## config.mk

```make
export PLATFORM = sky130hd
export DESIGN_NAME = mqf_cmd_fifo
export DESIGN_NICKNAME = d
export VERILOG_FILES = /design/src/mqf_pkg.sv /design/src/mqf_cmd_fifo.sv
export SDC_FILE = /design/constraint.sdc
export NUM_CORES = 1
export LEC_CHECK = 0
export BUFFER_PORTS_ARGS = -buffer_cell sky130_fd_sc_hd__buf_2
export CORE_MARGIN = 1
export CORE_UTILIZATION = 51
export DETAILED_ROUTE_END_ITERATION = 16
export PLACE_DENSITY = 0.75
export SLEW_MARGIN = 25
export SYNTH_ARGS = -nofsm -noshare
export SYNTH_HDL_FRONTEND = slang
export SYNTH_SLANG_ARGS = --single-unit
```

## constraint.sdc

```tcl
create_clock -name clock -period 3 [get_ports clock]
set_clock_uncertainty 0.2 [all_clocks]
set_input_delay 0.45 -clock clock [delete_from_list [all_inputs] [get_ports clock]]
set_output_delay 0.45 -clock clock [all_outputs]
set_load 0.02 [all_outputs]
```

## src/mqf_pkg.sv

```systemverilog
// ---------------------------------------------------------------------------
// mqf_pkg: shared types for the multi-queue drop-oldest FIFO bank
// Holds the operation codes, status codes and the request and response
// records that pass between the front end, the command queue and the back end.
// ---------------------------------------------------------------------------
package mqf_pkg;

   // Fixed widths of the request and response fields
   localparam int OP_W    = 2;
   localparam int NODE_W  = 8;
   localparam int WORD_W  = 32;
   localparam int FILL_W  = 7;

   // Operation codes on req_operation (any other code acts as a query)
   localparam logic [OP_W-1:0] OP_ENQUEUE = 2'd0;
   localparam logic [OP_W-1:0] OP_DEQUEUE = 2'd1;
   localparam logic [OP_W-1:0] OP_QUERY   = 2'd2;

   // Request class decided by the front end
   typedef enum logic [1:0] {
      KIND_BAD   = 2'd0,
      KIND_ENQ   = 2'd1,
      KIND_DEQ   = 2'd2,
      KIND_QUERY = 2'd3
   } kind_type;

   // Response status codes
   typedef enum logic [1:0] {
      STATUS_OK       = 2'd0,
      STATUS_BAD_NODE = 2'd1,
      STATUS_EMPTY    = 2'd2
   } status_type;

   // Classified request as queued between front and back
   typedef struct packed {
      kind_type            kind;
      logic [NODE_W-1:0]   node_id;
      logic [WORD_W-1:0]   payload;
   } cmd_type;

   // One response
   typedef struct packed {
      status_type          status;
      logic [WORD_W-1:0]   read_data;
      logic [FILL_W-1:0]   fill_count;
      logic                is_empty;
      logic                dropped_oldest;
   } rsp_type;

endpackage

```

## src/mqf_cmd_fifo.sv

```systemverilog
// ---------------------------------------------------------------------------
// mqf_cmd_fifo: short command queue between front and back
// Two-entry queue of classified requests so that each side stalls on its own.
// ---------------------------------------------------------------------------
module mqf_cmd_fifo (
   input  logic                    clock,
   input  logic                    reset,
   input  logic                    push_valid,
   input  mqf_pkg::cmd_type        push_cmd,
   output logic                    push_ready,
   output logic                    pop_valid,
   output mqf_pkg::cmd_type        pop_cmd,
   input  logic                    pop
);
   import mqf_pkg::*;

   localparam int DEPTH = 2;
   localparam int PTR_W = $clog2(DEPTH);
   localparam int CNT_W = $clog2(DEPTH + 1);

   cmd_type           slots_ff [DEPTH];
   logic [PTR_W-1:0]  wr_ptr_ff, wr_ptr_in;
   logic [PTR_W-1:0]  rd_ptr_ff, rd_ptr_in;
   logic [CNT_W-1:0]  count_ff, count_in;
   logic              do_push, do_pop;

   assign push_ready = (count_ff != CNT_W'(DEPTH));
   assign pop_valid  = (count_ff != '0);
   assign pop_cmd    = slots_ff[rd_ptr_ff];
   assign do_push    = push_valid && push_ready;
   assign do_pop     = pop && pop_valid;

   // Advance pointers and occupancy
   always_comb begin
      wr_ptr_in = wr_ptr_ff;
      rd_ptr_in = rd_ptr_ff;
      count_in  = count_ff;
      if (do_push) begin
         wr_ptr_in = (wr_ptr_ff == PTR_W'(DEPTH - 1)) ? '0 : wr_ptr_ff + PTR_W'(1);
      end
      if (do_pop) begin
         rd_ptr_in = (rd_ptr_ff == PTR_W'(DEPTH - 1)) ? '0 : rd_ptr_ff + PTR_W'(1);
      end
      if (do_push && !do_pop) begin
         count_in = count_ff + CNT_W'(1);
      end else if (do_pop && !do_push) begin
         count_in = count_ff - CNT_W'(1);
      end
   end

   always_ff @(posedge clock) begin
      if (reset) begin
         wr_ptr_ff <= '0;
         rd_ptr_ff <= '0;
         count_ff  <= '0;
      end else begin
         wr_ptr_ff <= wr_ptr_in;
         rd_ptr_ff <= rd_ptr_in;
         count_ff  <= count_in;
      end
   end

   // Store pushed commands
   always_ff @(posedge clock) begin
      if (do_push) begin
         slots_ff[wr_ptr_ff] <= push_cmd;
      end
   end

endmodule

```

==> results by group <==
Timing
  – RSZ-0062 raised after global routing: no
  – Worst-Margin Slew: 0.559 ns
  – Min Tclk post-route: 2.36 ns
  – Peak Freq: roughly 0.42 GHz
  – Final setup viols: 0
  – Final hold viol count: 0
  – Slew headroom: 62.7%
  – Setup TNS: 0 ns
  – Max Slew Vio Count: 0
  – Fin crit share: 78.5%

Pwr
  – Int Power: 0.00242 W
  – Logic pwr share: 27.6%
  – Sw Pwr: ~0.001 W
  – Clock share of power: about 25%
  – Leak: 1.51 nW
  – PwrDens: ~850 nW/um2
  – Final Power: 0.00342 W
  – Sequential share of power: 47.6%
  – Switching part of the total: 29.2%
  – Worst vdd ir: roughly 0.00061 V

Clock network
  – Post-cts gate resize count: 0
  – CTS tree: built
  – Post-CTS Setup Bufs: 0
  – Clock Latency Late Sink: 0.34 ns
  – Sinks on Clock Net: 89
  – Total CTS buffers: 9
  – Root Buffer: clkbuf_8
  – CTS clk-pin slew, worst paths: 0.08 ns
  – Clk buf depth: 2
  – # H-tree levels: 3
  – Hold Buf Count CTS: 0

Setup path
  – Crit end category: output port
  – R2R Path End: slots_ff[1][23]
  – Arrival time at the worst endpoint: 1.71 ns
  – Worst Setup EP: pop_cmd[38]
  – Crit path max fanout: 27
  – Worst Path Class, Setup: register to output port
  – Reg2reg start: count_ff[0]
  – FF-to-FF path depth: 3
  – Crit path required time: 2.35 ns
  – Slowest Stage Delay on Critical Path: 0.58 ns
  – Critical-path cell list: buf_12 > mux2_2 > buf_2
  – Startpoint types: register
  – Slowest cell on the critical path: dfxtp_2
  – R2R Setup Slk: 1.11 ns

GRT
  – Largest net degree at the start of global routing: 43
  – First-pass GRT wire length: 7410 um
  – Number of global-route vias before repair: approximately 1600
  – GR Overflow Total: 0
  – GRT Total Usage: 16.0%
  – Initial antenna violation count: 0

Layout
  – Final net count: roughly 300
  – Share of cells above drive strength 1: 58.7%
  – Final Cell Area: 4010 um2
  – Ant diodes: 0
  – Fillers: 450
  – Synthesis-to-finish area growth: 23.7%

Placed design
  – DP Area: between 3000 and 4000 um2
  – Gp weighted congestion: 0.732
  – Hpwl dp: 3290 um
  – Number of I/O port buffers: 89

Drt
  – Starting DRC count in detailed routing: just over 70
  – DR pass1 iterations: 4
  – Post-Route WL: 5060 um
  – Post-route ant nets: 0
  – Vias per cell: 5.00
  – # DRC: 0
  – Wire per inst: 15.2 um
  – Via count: 1670

Synth
  – Flops & latches, synth: 89
  – Seq/Total Area, Yosys: 80.9%
  – Ys Warns: 0
  – Post-synth top area share: 77.8%
  – Mapped Area: around 3200 um2
  – Cell variety after synth: 17
  – Synth Instances: 155
  – Most area-hungry cell type in the Yosys netlist: edfxtp_1
  – Area contributors post-synth: edfxtp_1, mux2_2, dfxtp_1
  – Syn Area/Cell: 20.9 um2
  – Post-Syn Nets: 202

Floorplanning
  – Initial core utilization: 53.8%
  – Die Ht: 81.7 um
  – I/O pins: 90
  – Die Width: 81.7 um
  – Core Region: between 6000 and 7000 um2
  – Num rows: 28
  – Die Area: 6680 um2

Outcome
  – Status: complete, no violations

Hold path
  – Worst Hold Depth: 1
  – Worst min-delay path class: primary input to register

Flow run
  – Max cap viols: 0
## cells in the final DEF (no fill, tap or decap), types with 2 or more instances in the layout
cell type,count
mux2_2,42
clkbuf_8,9
edfxtp_1,84
buf_4,3
o21ai_0,2
a21oi_1,2
bufinv_16,2
clkinvlp_4,2
buf_2,89
clkinv_1,3
dfxtp_1,4
nor2_1,3
xor2_1,3
## worst max-delay path, delay by kind of cell (launching register included)
kind	cells	cell delay, ns
muxes	1	0.36
DFF	1	0.58
buffers and inverters	2	0.40
## cell type report
class	count	area, um2	area share (%)
tap	75	93.8	2.34
multi-input combinational	60	593	14.8
inverter	1	3.75	0.0935
clock inverter	6	82.6	2.06
timing repair buffer	93	488	12.2
sequential	89	2620	65.4
clock buffer	10	128	3.18
## synth_stat cells
| library cell | n |
|---|---|
| edfxtp_1 | 84 |
| mux2_2 | 42 |
| buf_2 | 5 |
| dfxtp_1 | 5 |
| nor2_1 | 3 |
| xor2_1 | 3 |
| a21oi_1 | 2 |
| o21ai_0 | 2 |
| a21bo_2 | 1 |
| and2_1 | 1 |
| and3_1 | 1 |
| ha_1 | 1 |
| inv_1 | 1 |
| nand2b_1 | 1 |
| nand3b_1 | 1 |
| or2_2 | 1 |
| or3_1 | 1 |
## logic make-up after synthesis
| family | Yosys count | synth area share (%) |
|---|---|---|
| AOI/OAI and AO/OA | 5 | 0.926 |
| xor gates and xnor gates | 3 | 0.810 |
| adders and majority gates | 1 | 0.386 |
| buffers and inverters | 6 | 0.887 |
| DFF | 89 | 80.9 |
| muxes | 42 | 14.6 |
| and+or+nand+nor | 9 | 1.54 |
## registers in the layout, summed over array words and instances (netlist names), named ones only
name	count
rd_ptr_ff	1
slots_ff	84
count_ff	2
wr_ptr_ff	1
## metal layers
layer,wire length [um],vias up,share of wire [%],track usage [%]
met5,0,-,0,0
met4,111,0,2.2,10.0
met3,408,11,8.1,5.89
met2,2430,62,48,24.9
met1,2120,800,42,18.9
li1,-,797,-,-
## worst min path at each step
stage	slack, ns	start	to
4_1_cts	0.07	push_cmd[29]	slots_ff[1][29]
5_1_grt	0.07	push_cmd[5]	slots_ff[0][5]
2_1_floorplan	0.27	count_ff[1]	count_ff[1]
6_report	0.09	push_cmd[35]	slots_ff[0][35]
3_5_place_dp	0.29	rd_ptr_ff	rd_ptr_ff
3_3_place_gp	0.29	rd_ptr_ff	rd_ptr_ff
## through the flow
stage               hold slack, ns  setup slack, ns  utilization, %  cells
floorplan                    0.271            0.610               -    155
global placement             0.286            0.994            63.1    318
detailed placement           0.295             1.00            63.1    318
CTS                         0.0658            0.606            66.6    334
global route                0.0657            0.555            66.6    334
finish                      0.0870            0.645            66.6    334
## power by group through the flow
stage,registers [W],clock network (W),logic [W]
after floorplan,0.00162,0,0.000687
after global placement,0.00165,0,0.000947
after detailed placement,0.00166,0,0.000952
after CTS,0.00163,0.000873,0.000958
after global routing,0.00165,0.000920,0.00101
final,0.00163,0.000848,0.000942
No activity file was read; power rests on OpenSTA's default activity.
