`config.mk`:
```
export PLATFORM = sky130hd
export DESIGN_NAME = mqf_front
export DESIGN_NICKNAME = d
export VERILOG_FILES = /design/src/mqf_pkg.sv /design/src/mqf_front.sv
export SDC_FILE = /design/constraint.sdc
export NUM_CORES = 1
export LEC_CHECK = 0
export ABC_AREA = 1
export BUFFER_PORTS_ARGS = -buffer_cell sky130_fd_sc_hd__buf_4
export CORE_MARGIN = 8
export CORE_UTILIZATION = 43
export CTS_CLUSTER_DIAMETER = 150
export DETAILED_ROUTE_END_ITERATION = 10
export GPL_TIMING_DRIVEN = 1
export PLACE_DENSITY = 0.91
export SLEW_MARGIN = 20
export SYNTH_ARGS = -nofsm -noshare
export SYNTH_HDL_FRONTEND = slang
export SYNTH_SLANG_ARGS = --single-unit
```
`constraint.sdc`:
```
create_clock -name clock -period 7.52 [get_ports clock]
set_clock_uncertainty 0.2 [all_clocks]
set_input_delay 1.128 -clock clock [delete_from_list [all_inputs] [get_ports clock]]
set_output_delay 1.128 -clock clock [all_outputs]
set_load 0.02 [all_outputs]
```
`src/mqf_pkg.sv`:
```
// ---------------------------------------------------------------------------
// mqf_pkg: shared types for the multi-queue drop-oldest FIFO bank
// Holds the operation codes, status codes and the request and response
// records that pass between the front end, the command queue and the back end.
// ---------------------------------------------------------------------------
package mqf_pkg;

   // Fixed widths of the request and response fields
   localparam int OP_W    = 2;
   localparam int NODE_W  = 8;
   localparam int WORD_W  = 32;
   localparam int FILL_W  = 7;

   // Operation codes on req_operation (any other code acts as a query)
   localparam logic [OP_W-1:0] OP_ENQUEUE = 2'd0;
   localparam logic [OP_W-1:0] OP_DEQUEUE = 2'd1;
   localparam logic [OP_W-1:0] OP_QUERY   = 2'd2;

   // Request class decided by the front end
   typedef enum logic [1:0] {
      KIND_BAD   = 2'd0,
      KIND_ENQ   = 2'd1,
      KIND_DEQ   = 2'd2,
      KIND_QUERY = 2'd3
   } kind_type;

   // Response status codes
   typedef enum logic [1:0] {
      STATUS_OK       = 2'd0,
      STATUS_BAD_NODE = 2'd1,
      STATUS_EMPTY    = 2'd2
   } status_type;

   // Classified request as queued between front and back
   typedef struct packed {
      kind_type            kind;
      logic [NODE_W-1:0]   node_id;
      logic [WORD_W-1:0]   payload;
   } cmd_type;

   // One response
   typedef struct packed {
      status_type          status;
      logic [WORD_W-1:0]   read_data;
      logic [FILL_W-1:0]   fill_count;
      logic                is_empty;
      logic                dropped_oldest;
   } rsp_type;

endpackage

```
`src/mqf_front.sv`:
```
// ---------------------------------------------------------------------------
// mqf_front: request intake and classification
// Registers one incoming request, checks the node number against the bank
// size and tags it as enqueue, dequeue, query or bad node.
// ---------------------------------------------------------------------------
module mqf_front #(
   parameter int NUM_QUEUES = 16
) (
   input  logic                    clock,
   input  logic                    reset,
   input  logic                    req_valid,
   output logic                    req_stall,
   input  logic [1:0]              req_operation,
   input  logic [7:0]              req_node_id,
   input  logic [31:0]             req_payload,
   output logic                    push_valid,
   output mqf_pkg::cmd_type        push_cmd,
   input  logic                    push_ready
);
   import mqf_pkg::*;

   logic    hold_valid_ff, hold_valid_in;
   cmd_type hold_cmd_ff, hold_cmd_in;
   cmd_type cls;
   logic    accept;

   // Classify the request on the ports
   always_comb begin
      cls.node_id = req_node_id;
      cls.payload = req_payload;
      if ({1'b0, req_node_id} >= (NODE_W + 1)'(NUM_QUEUES)) begin
         cls.kind = KIND_BAD;
      end else begin
         case (req_operation)
            OP_ENQUEUE: cls.kind = KIND_ENQ;
            OP_DEQUEUE: cls.kind = KIND_DEQ;
            OP_QUERY:   cls.kind = KIND_QUERY;
            default:    cls.kind = KIND_QUERY;
         endcase
      end
   end

   // Hold one request until the command queue takes it
   assign req_stall  = hold_valid_ff && !push_ready;
   assign accept     = req_valid && !req_stall;
   assign push_valid = hold_valid_ff;
   assign push_cmd   = hold_cmd_ff;

   always_comb begin
      hold_valid_in = hold_valid_ff;
      hold_cmd_in   = hold_cmd_ff;
      if (accept) begin
         hold_valid_in = 1'b1;
         hold_cmd_in   = cls;
      end else if (push_ready) begin
         hold_valid_in = 1'b0;
      end
   end

   always_ff @(posedge clock) begin
      if (reset) begin
         hold_valid_ff <= 1'b0;
      end else begin
         hold_valid_ff <= hold_valid_in;
      end
      hold_cmd_ff <= hold_cmd_in;
   end

endmodule

```
==> results of run 1 <==
-- cells by family after synthesis --
| group | after synthesis | share of synthesized area |
|---|---|---|
| buffers and inverters | 4 | 0.0112 |
| AO/OA/AOI/OAI | 1 | 0.00375 |
| AND/OR/NAND/NOR | 9 | 0.0253 |
| flip-flops | 43 | 0.960 |
-- worst max-delay path, stage by stage --
cell and delay [ns]:
buf_4 0.11, inv_1 0.04, nand2_1 0.06, inv_2 0.08, buf_4 0.14
-- state kept, by name, summed over array words and instances (netlist names) --
signal      flops
push_cmd       42
push_valid      1
-- stage by stage --
step,setup slack (ns),utilization,hold WS (ns)
6_report,4.63,0.709,0.314
5_1_grt,4.58,0.709,0.349
4_1_cts,4.62,0.700,0.322
3_5_place_dp,4.62,0.683,0.305
3_3_place_gp,4.64,0.683,0.284
2_1_floorplan,3.80,-,0.372
-- power by group --
part | internal (µW) | switching (µW) | total (µW) | leakage [µW]
combinational | 33.4 | 33.4 | 66.8 | 0.000485
clock | 37.3 | 65.4 | 103 | 0.0000265
sequential | 279 | 3.63 | 283 | 0.000415
total | 350 | 102 | 452 | 0.000926
-- cells in the mapped netlist --
| master | n |
|---|---|
| inv_1 | 3 |
| inv_2 | 1 |
| nand2_1 | 2 |
| a21oi_1 | 1 |
| edfxtp_1 | 42 |
| nor2_1 | 7 |
| dfxtp_1 | 1 |
-- layout make-up --
type,count,area share
flip-flops and latches,43,0.602
multi-input cells,10,0.0218
clock buffers,8,0.0229
inverters,4,0.00705
repair buffers,90,0.327
well taps,33,0.0194
-- layer usage --
layer | vias up | track usage
met2 | 58 | 0.209
met5 | - | 0
met4 | 0 | 0.0544
li1 | 407 | -
met1 | 405 | 0.104
met3 | 3 | 0.0739
-- worst min path at each step --
stage / to / cells past startpoint / slack [ns] / start
after global routing: push_valid / 2 / 0.35 / push_valid
final: push_valid / 2 / 0.31 / push_valid
after CTS: push_valid / 2 / 0.32 / push_valid
after global placement: push_valid / 2 / 0.28 / push_valid
after detailed placement: push_valid / 2 / 0.31 / push_valid
after floorplan: push_valid / 2 / 0.37 / push_valid
==> impl_metrics.env, run 1 <==
export IMPL_yosysWarnings=0
export IMPL_synth_cell_type_count=7
export IMPL_die_width_um=71.7
export IMPL_grt_pass1_vias=977
export IMPL_layout_commonest_cell="buf_4"
export IMPL_yosys_top_cells_area="edfxtp_1 94%, nor2_1 2.0%, dfxtp_1 1.5%"
export IMPL_avgViaCountPerCell=4.64
export IMPL_place_hpwl_um=2520
export IMPL_critPathLaunch="push_ready"
export IMPL_drt_pass1_iterations=4
export IMPL_reg2reg_slack_ns=5.89
export IMPL_syn_nets=103
export IMPL_netlist_area_mm2=0.00134
export IMPL_power_density_mw_per_mm2=213
export IMPL_reg2reg_from="push_valid"
export IMPL_clockBufferDepth=2
export IMPL_wl_um=3130
export IMPL_cts_tree="yes"
export IMPL_hp_class="reg2reg"
export IMPL_vias=873
export IMPL_fin_nets=200
export IMPL_min_period_ns=2.89
export IMPL_die_area_mm2=0.00514
export IMPL_stdcell_count=188
export IMPL_worstReg2RegEnd="push_cmd[17]"
export IMPL_die_h_um=71.7
export IMPL_relSlewSlack=0.640
export IMPL_worst_slew_pin_slew_ns=0.539
export IMPL_netlist_area_leader_share=0.945
export IMPL_setup_tns_ns=0
export IMPL_cts_resized=0
export IMPL_clock_sinks=43
export IMPL_seqCellArea_mm2=0.00128
export IMPL_setup_violations_final=0
export IMPL_fin_area_mm2=0.00213
export IMPL_fill_cells=212
export IMPL_max_freq_mhz=345
export IMPL_required_ns=6.19
export IMPL_num_rows=20
export IMPL_place_area_mm2=0.00205
export IMPL_place_congestion=0.658
export IMPL_wl_per_cell_um=16.6
export IMPL_seq_area_frac_synth=0.960
export IMPL_clkLatencyLatePin_ns=0.33
export IMPL_layout_common_cells="89 x buf_4, 42 x edfxtp_1, 6 x nor2_1"
export IMPL_wl_met2_um=1660
export IMPL_area_growth_pct=59.4
export IMPL_root_buffer="clkbuf_4"
export IMPL_grt_setup_unrepaired="no"
export IMPL_io_buffers=89
export IMPL_start_kind="primary input"
export IMPL_drt_iter0_drc=62
export IMPL_clk_pin_slew_ns=0.10
export IMPL_ys_ff_latch=43
export IMPL_leakagePower_uw=0.000926
export IMPL_timing_critical_path_to="req_stall"
export IMPL_postSynthAreaPerCell_um2=23.4
export IMPL_start_util=0.445
export IMPL_antenna_left=0
export IMPL_max_cap_viol_count=0
export IMPL_drive_gt1_frac=0.626
export IMPL_boundaryPins=90
export IMPL_irDropWorstVdd_mv=0.145
export IMPL_cts_made_buffers=5
export IMPL_design_core_area_mm2=0.00300
export IMPL_worstSetupEndpointType="primary output"
export IMPL_drc=0
export IMPL_rr_worst_depth=4
export IMPL_dr_wl_met3_um=406
export IMPL_antenna_found_initial=0
export IMPL_topRoutingLayerUsed="met4"
export IMPL_crit_arrival_ns=1.57
export IMPL_grt_usage=0.119
export IMPL_status="complete, no violations"
export IMPL_gr_total_overflow=0
export IMPL_wl_met1_um=1040
export IMPL_power_uw=452
export IMPL_grt_pass1_wl_um=4540
export IMPL_grt_max_degree=43
export IMPL_multi_input_area_um2=46.3
export IMPL_fin_crit_sh=0.385
export IMPL_crit_type="in2out"
export IMPL_yosysTopAreaCell="edfxtp_1"
export IMPL_path_max_fanout=2
export IMPL_cts_hold_buf=0
export IMPL_htreeDepth=2
export IMPL_post_cts_buffers=0
export IMPL_dp_cells=179
export IMPL_drv_slew=0
export IMPL_antenna_cells=0
export IMPL_synthCells=57
export IMPL_final_hold_viol_count=0
Power figures use the tool's default switching activity.
==> run 2: changes to the inputs <==
--- a/config.mk
+++ b/config.mk
@@ -8,11 +8,11 @@
 export ABC_AREA = 1
 export BUFFER_PORTS_ARGS = -buffer_cell sky130_fd_sc_hd__buf_4
 export CORE_MARGIN = 8
-export CORE_UTILIZATION = 43
+export CORE_UTILIZATION = 40
 export CTS_CLUSTER_DIAMETER = 150
 export DETAILED_ROUTE_END_ITERATION = 10
 export GPL_TIMING_DRIVEN = 1
-export PLACE_DENSITY = 0.91
+export PLACE_DENSITY = 0.86
 export SLEW_MARGIN = 20
 export SYNTH_ARGS = -nofsm -noshare
 export SYNTH_HDL_FRONTEND = slang
==> constraint.sdc (replaced) <==
create_clock -name clock -period 2.7 [get_ports clock]
set_clock_uncertainty 0.2 [all_clocks]
set_input_delay 0.405 -clock clock [delete_from_list [all_inputs] [get_ports clock]]
set_output_delay 0.405 -clock clock [all_outputs]
set_load 0.02 [all_outputs]
==> run 2 against run 1 <==
Effect of this change: cell count is 6.9% higher; via count is 1.3% lower; register-to-register slack worse by 4.7 ns; global-route usage is 0.11 points lower; design area is 1.9% higher; highest routed layer unchanged; worst setup slack worse by 3.5 ns; utilization is 4.3 points lower; sequential power grew to 2.8 times the previous value; worst hold slack worse by 0.27 ns; critical path depth is 2 lower.
==> impl_metrics.env, run 2 (synthesis gave the netlist of run 1 again) <==
export IMPL_max_cap_viol_count=0
export IMPL_path_max_fanout=2
export IMPL_grt_pass1_vias=963
export IMPL_reg2reg_from="push_valid"
export IMPL_crit_type="reg2out"
export IMPL_power_density_mw_per_mm2=615
export IMPL_swShare=0.205
export IMPL_layout_commonest_cell="buf_4"
export IMPL_hp_class="in2reg"
export IMPL_grt_max_degree=34
export IMPL_switchingPower_uw=273
export IMPL_fin_nets=201
export IMPL_p_int_uw=1060
export IMPL_whs_ns=0.0450
export IMPL_place_hpwl_um=2510
export IMPL_drt_pass1_iterations=4
export IMPL_irDropWorstVdd_mv=0.441
export IMPL_avgViaCountPerCell=4.29
export IMPL_leakagePower_uw=0.000939
export IMPL_layout_common_cells="89 x buf_4, 42 x edfxtp_1, 6 x nor2_1"
export IMPL_final_hold_viol_count=0
export IMPL_place_area_mm2=0.00209
export IMPL_clkPwrFrac=0.272
export IMPL_vias=862
export IMPL_min_period_ns=1.57
export IMPL_root_buffer="clkbuf_4"
export IMPL_start_kind="flop"
export IMPL_antenna_found_initial=0
export IMPL_post_cts_buffers=0
export IMPL_antenna_cells=0
export IMPL_cts_made_buffers=5
export IMPL_die_width_um=73.8
export IMPL_gr_total_overflow=0
export IMPL_grt_pass1_wl_um=4620
export IMPL_wl_um=3000
export IMPL_fill_cells=256
export IMPL_clockBufferDepth=2
export IMPL_p_comb_frac=0.138
export IMPL_wl_met2_um=1530
export IMPL_drc=0
export IMPL_setup_tns_ns=0
export IMPL_fin_area_mm2=0.00217
export IMPL_die_area_mm2=0.00544
export IMPL_drv_slew=0
export IMPL_crit_arrival_ns=0.97
export IMPL_slowest_stage="dfxtp_1"
export IMPL_min_from="req_node_id[3]"
export IMPL_htreeDepth=2
export IMPL_slowest_delay_ns=0.35
export IMPL_worstPathCellList="nand2_1 > inv_2 > buf_4"
export IMPL_fin_crit_sh=0.583
export IMPL_max_freq_mhz=636
export IMPL_clock_sinks=43
export IMPL_place_congestion=0.643
export IMPL_critPathLaunch="push_valid"
export IMPL_grt_setup_unrepaired="no"
export IMPL_design_core_area_mm2=0.00326
export IMPL_topRoutingLayerUsed="met4"
export IMPL_io_buffers=89
export IMPL_die_h_um=73.8
export IMPL_grt_usage=0.118
export IMPL_wl_met1_um=1060
export IMPL_drive_gt1_frac=0.632
export IMPL_seqPwrFrac=0.590
export IMPL_status="complete, no violations"
export IMPL_start_util=0.410
export IMPL_cts_tree="yes"
export IMPL_dr_wl_met3_um=364
export IMPL_area_growth_pct=62.5
export IMPL_boundaryPins=90
export IMPL_largest_reg_flops=42
export IMPL_wl_per_cell_um=14.9
export IMPL_required_ns=2.10
export IMPL_drt_iter0_drc=35
export IMPL_num_rows=21
export IMPL_worst_slew_pin_slew_ns=0.305
export IMPL_antenna_left=0
export IMPL_relSlewSlack=0.796
export IMPL_power_uw=1330
export IMPL_clkLatencyLatePin_ns=0.32
export IMPL_worstSetupEndpointType="primary output"
export IMPL_clk_pin_slew_ns=0.11
export IMPL_setup_violations_final=0
-- run 2: timing repair --
action,CTS,global route
hold buffers,0,1
resized for setup,0,0
endpoints found under the setup margin,0,0
hold endpoints to repair,0,1
-- run 2: path summary, 6_finish.rpt --
check	endpoint	slack (ns)	depth (start not counted)
min	push_cmd[35]	0.04	1
min reg2reg	push_valid	0.31	2
max	req_stall	1.13	3
max reg2reg	push_cmd[6]	1.23	4
-- run 2: power groups by stage --
stage	combinational, µW	clock (µW)	sequential (µW)
2_1_floorplan	16.9	0	854
3_3_place_gp	182	0	802
3_5_place_dp	186	0	804
4_1_cts	186	378	789
5_1_grt	196	406	792
6_report	184	363	788
-- run 2: critical path, delay by kind of cell (launching register included) --
family	cells	cell delay (ns)
AND/OR/NAND/NOR	1	0.08
flip-flops	1	0.35
buffers and inverters	2	0.22
-- run 2: layout make-up --
| class | count | area, µm² | share of cell area |
|---|---|---|---|
| Sequential cell | 43 | 1280 | 0.591 |
| Timing Repair Buffer | 91 | 698 | 0.322 |
| Tap cell | 46 | 57.6 | 0.0265 |
| Multi-Input combinational cell | 10 | 46.3 | 0.0213 |
| Clock buffer | 6 | 41.3 | 0.0190 |
| Clock inverter | 1 | 30.0 | 0.0138 |
| Inverter | 4 | 15.0 | 0.00692 |
-- run 2: metrics by stage --
step                utilization  cells  worst slack [ns]
detailed placement        0.641    193              1.03
global placement          0.641    193              1.06
global route              0.666    201              1.07
floorplan                     -     57             0.409
finish                    0.666    201              1.13
CTS                       0.663    200              1.09
-- run 2: routing by layer --
| metal | vias up | global-route usage |
|---|---|---|
| met3 | 4 | 0.0737 |
| met2 | 52 | 0.194 |
| met5 | - | 0 |
| met4 | 0 | 0.0466 |
| met1 | 398 | 0.115 |
| li1 | 408 | - |
==> run 3: changes to the inputs <==
--- a/config.mk
+++ b/config.mk
@@ -5,14 +5,14 @@
 export SDC_FILE = /design/constraint.sdc
 export NUM_CORES = 1
 export LEC_CHECK = 0
-export ABC_AREA = 1
+export ABC_AREA = 0
 export BUFFER_PORTS_ARGS = -buffer_cell sky130_fd_sc_hd__buf_4
 export CORE_MARGIN = 8
-export CORE_UTILIZATION = 40
+export CORE_UTILIZATION = 36
 export CTS_CLUSTER_DIAMETER = 150
 export DETAILED_ROUTE_END_ITERATION = 10
 export GPL_TIMING_DRIVEN = 1
-export PLACE_DENSITY = 0.86
+export PLACE_DENSITY = 0.83
 export SLEW_MARGIN = 20
 export SYNTH_ARGS = -nofsm -noshare
 export SYNTH_HDL_FRONTEND = slang
==> constraint.sdc (replaced) <==
create_clock -name clock -period 1.28 [get_ports clock]
set_clock_uncertainty 0.2 [all_clocks]
set_input_delay 0.192 -clock clock [delete_from_list [all_inputs] [get_ports clock]]
set_output_delay 0.192 -clock clock [all_outputs]
set_load 0.02 [all_outputs]
==> run 3 against run 2 <==
Effect of this change: the run now ends with negative setup slack left; sequential cell count stayed put; utilization is 11 points higher; synthesized cell count is 11% lower; first-iteration DRC count is 29% lower; wire length is 38% higher; register-to-register slack worse by 1.4 ns; non-clock buffer count is 54 higher; worst hold slack worse by 0.034 ns; die area is 8.8% higher; power is 130% higher; largest cell class is now buffers; largest power group unchanged.
==> impl_metrics.env, run 3 <==
export IMPL_relSlewSlack=0.900
export IMPL_clockBufferDepth=2
export IMPL_yosysTopAreaCell="edfxtp_1"
export IMPL_status="finished with violations"
export IMPL_dp_cells=191
export IMPL_drt_iter0_drc=25
export IMPL_start_kind="flop"
export IMPL_layout_commonest_cell="buf_4"
export IMPL_worst_slew_pin_slew_ns=0.149
export IMPL_place_area_mm2=0.00213
export IMPL_max_cap_viol_count=0
export IMPL_htreeDepth=2
export IMPL_wl_per_cell_um=16.4
export IMPL_die_width_um=77.0
export IMPL_netlist_area_leader_share=0.943
export IMPL_use_met2=0.261
export IMPL_grt_pass1_wl_um=6320
export IMPL_synthCells=51
export IMPL_avgViaCountPerCell=4.19
export IMPL_hp_class="in2reg"
export IMPL_num_rows=22
export IMPL_required_ns=0.89
export IMPL_synth_most_common_cell="edfxtp_1"
export IMPL_grt_busiest_layer="met2"
export IMPL_io_buffers=89
export IMPL_wl_um=4130
export IMPL_drc=0
export IMPL_drt_pass1_iterations=4
export IMPL_max_freq_mhz=704
export IMPL_cts_made_buffers=5
export IMPL_setup_violations_final=44
export IMPL_synth_common_cells="42 x edfxtp_1, 2 x nor2b_1"
export IMPL_vias=1057
export IMPL_root_buffer="clkbuf_8"
export IMPL_grtUsageMet1=0.117
export IMPL_grt_usage=0.139
export IMPL_synth_edf_count=42
export IMPL_async_flop_share=0
export IMPL_antenna_cells=0
export IMPL_clock_sinks=43
export IMPL_worstSetupEndpointType="primary output"
export IMPL_final_hold_viol_count=0
export IMPL_crit_arrival_ns=1.03
export IMPL_clkLatencyLatePin_ns=0.29
export IMPL_yosysWarnings=0
export IMPL_clk_pin_slew_ns=0.08
export IMPL_grt_max_degree=20
export IMPL_cts_tree="yes"
export IMPL_netlist_area_mm2=0.00134
export IMPL_antenna_left=0
export IMPL_irDropWorstVdd_mv=0.892
export IMPL_synth_flop_cell="edfxtp_1"
export IMPL_syn_nets=97
export IMPL_area_growth_pct=110
export IMPL_drive_gt1_frac=0.559
export IMPL_postSynthAreaPerCell_um2=26.2
export IMPL_boundaryPins=90
export IMPL_layout_common_cells="89 x buf_4, 43 x dlygate4sd3_1, 42 x edfxtp_1"
export IMPL_design_core_area_mm2=0.00361
export IMPL_fin_crit_sh=1.11
export IMPL_gr_total_overflow=0
export IMPL_synth_cell_type_count=9
export IMPL_grt_use_met3=0.0699
export IMPL_fin_nets=249
export IMPL_seq_area_frac_synth=0.958
export IMPL_timing_final_ws_setup_ns=-0.141
export IMPL_final_util=0.781
export IMPL_antenna_found_initial=0
export IMPL_grt_pass1_vias=1201
export IMPL_min_period_ns=1.42
export IMPL_violations="negative setup slack"
export IMPL_drv_slew=0
export IMPL_place_congestion=0.668
export IMPL_grt_setup_unrepaired="yes"
export IMPL_fin_area_mm2=0.00282
export IMPL_largest_reg_flops=42
export IMPL_power_density_mw_per_mm2=1080
export IMPL_stdcell_count=252
export IMPL_yosys_top_cells_area="edfxtp_1 94%, dfxtp_1 1.5%, nor2b_1 0.94%"
export IMPL_die_h_um=77.0
export IMPL_ys_ff_latch=43
export IMPL_pre_cts_slack_ns=-0.0207
export IMPL_die_area_mm2=0.00592
export IMPL_start_util=0.371
export IMPL_path_max_fanout=2
export IMPL_crit_type="reg2out"
export IMPL_leakagePower_uw=0.00120
[run 3: metal layers]
layer / part of all wire / routed length [µm]
met1: 0.32 / 1330
met2: 0.56 / 2300
met3: 0.10 / 419
met4: 0.017 / 72
met5: 0 / 0
[run 3: worst paths after layout]
kind / endpoint / slack (ns) / startpoint / depth (start not counted)
max: req_stall / -0.14 / push_valid / 3
min: push_cmd[41] / 0.01 / req_operation[1] / 3
max reg2reg: push_cmd[26] / -0.13 / push_valid / 4
min reg2reg: push_cmd[19] / 0.71 / push_valid / 3
[run 3: cell families (layout without fill, tap and decap cells)]
| group | Yosys count | in the layout | synth area share |
|---|---|---|---|
| AND/OR/NAND/NOR | 5 | 5 | 0.0253 |
| AO/OA/AOI/OAI | 2 | 2 | 0.0140 |
| buffers and inverters | 1 | 154 | 0.00280 |
| flip-flops | 43 | 43 | 0.958 |
[run 3: where the power goes]
| group | total [µW] | internal [µW] | switching, µW |
|---|---|---|---|
| Clock | 783 | 372 | 411 |
| Sequential | 1660 | 1640 | 22.7 |
| Combinational | 589 | 350 | 239 |
| Total | 3040 | 2360 | 672 |
[run 3: what timing repair did]
action	CTS	global route
resized for setup	2	8
hold endpoints to repair	42	0
setup endpoints to repair	43	44
pin swaps	0	0
setup buffers	4	2
cloned	1	4
hold buffers	43	0
[run 3: final cells by class]
type                    instances  area [µm²]
clock buffers                   6        72.6
inverters                       1        3.75
flip-flops and latches         43        1280
well taps                      48        60.1
repair buffers                145        1320
fillers                       211         791
multi-input cells               7        73.8
clock inverters                 2        7.51
[run 3: through the flow]
step / power (µW) / TNS (ns) / hold WS [ns]
floorplan: 1840 / -20.19 / 0.0909
global placement: 2090 / -0.0117 / 0.170
detailed placement: 2100 / -0.493 / 0.171
CTS: 3010 / -2.52 / 0.00673
global route: 3150 / -4.93 / 0.0253
finish: 3040 / -3.24 / 0.0108
[run 3: critical path, cell delays in order (launching register included)]
cell	delay [ns]
dfxtp_2	0.33
nor2b_4	0.19
buf_6	0.12
buf_6	0.11
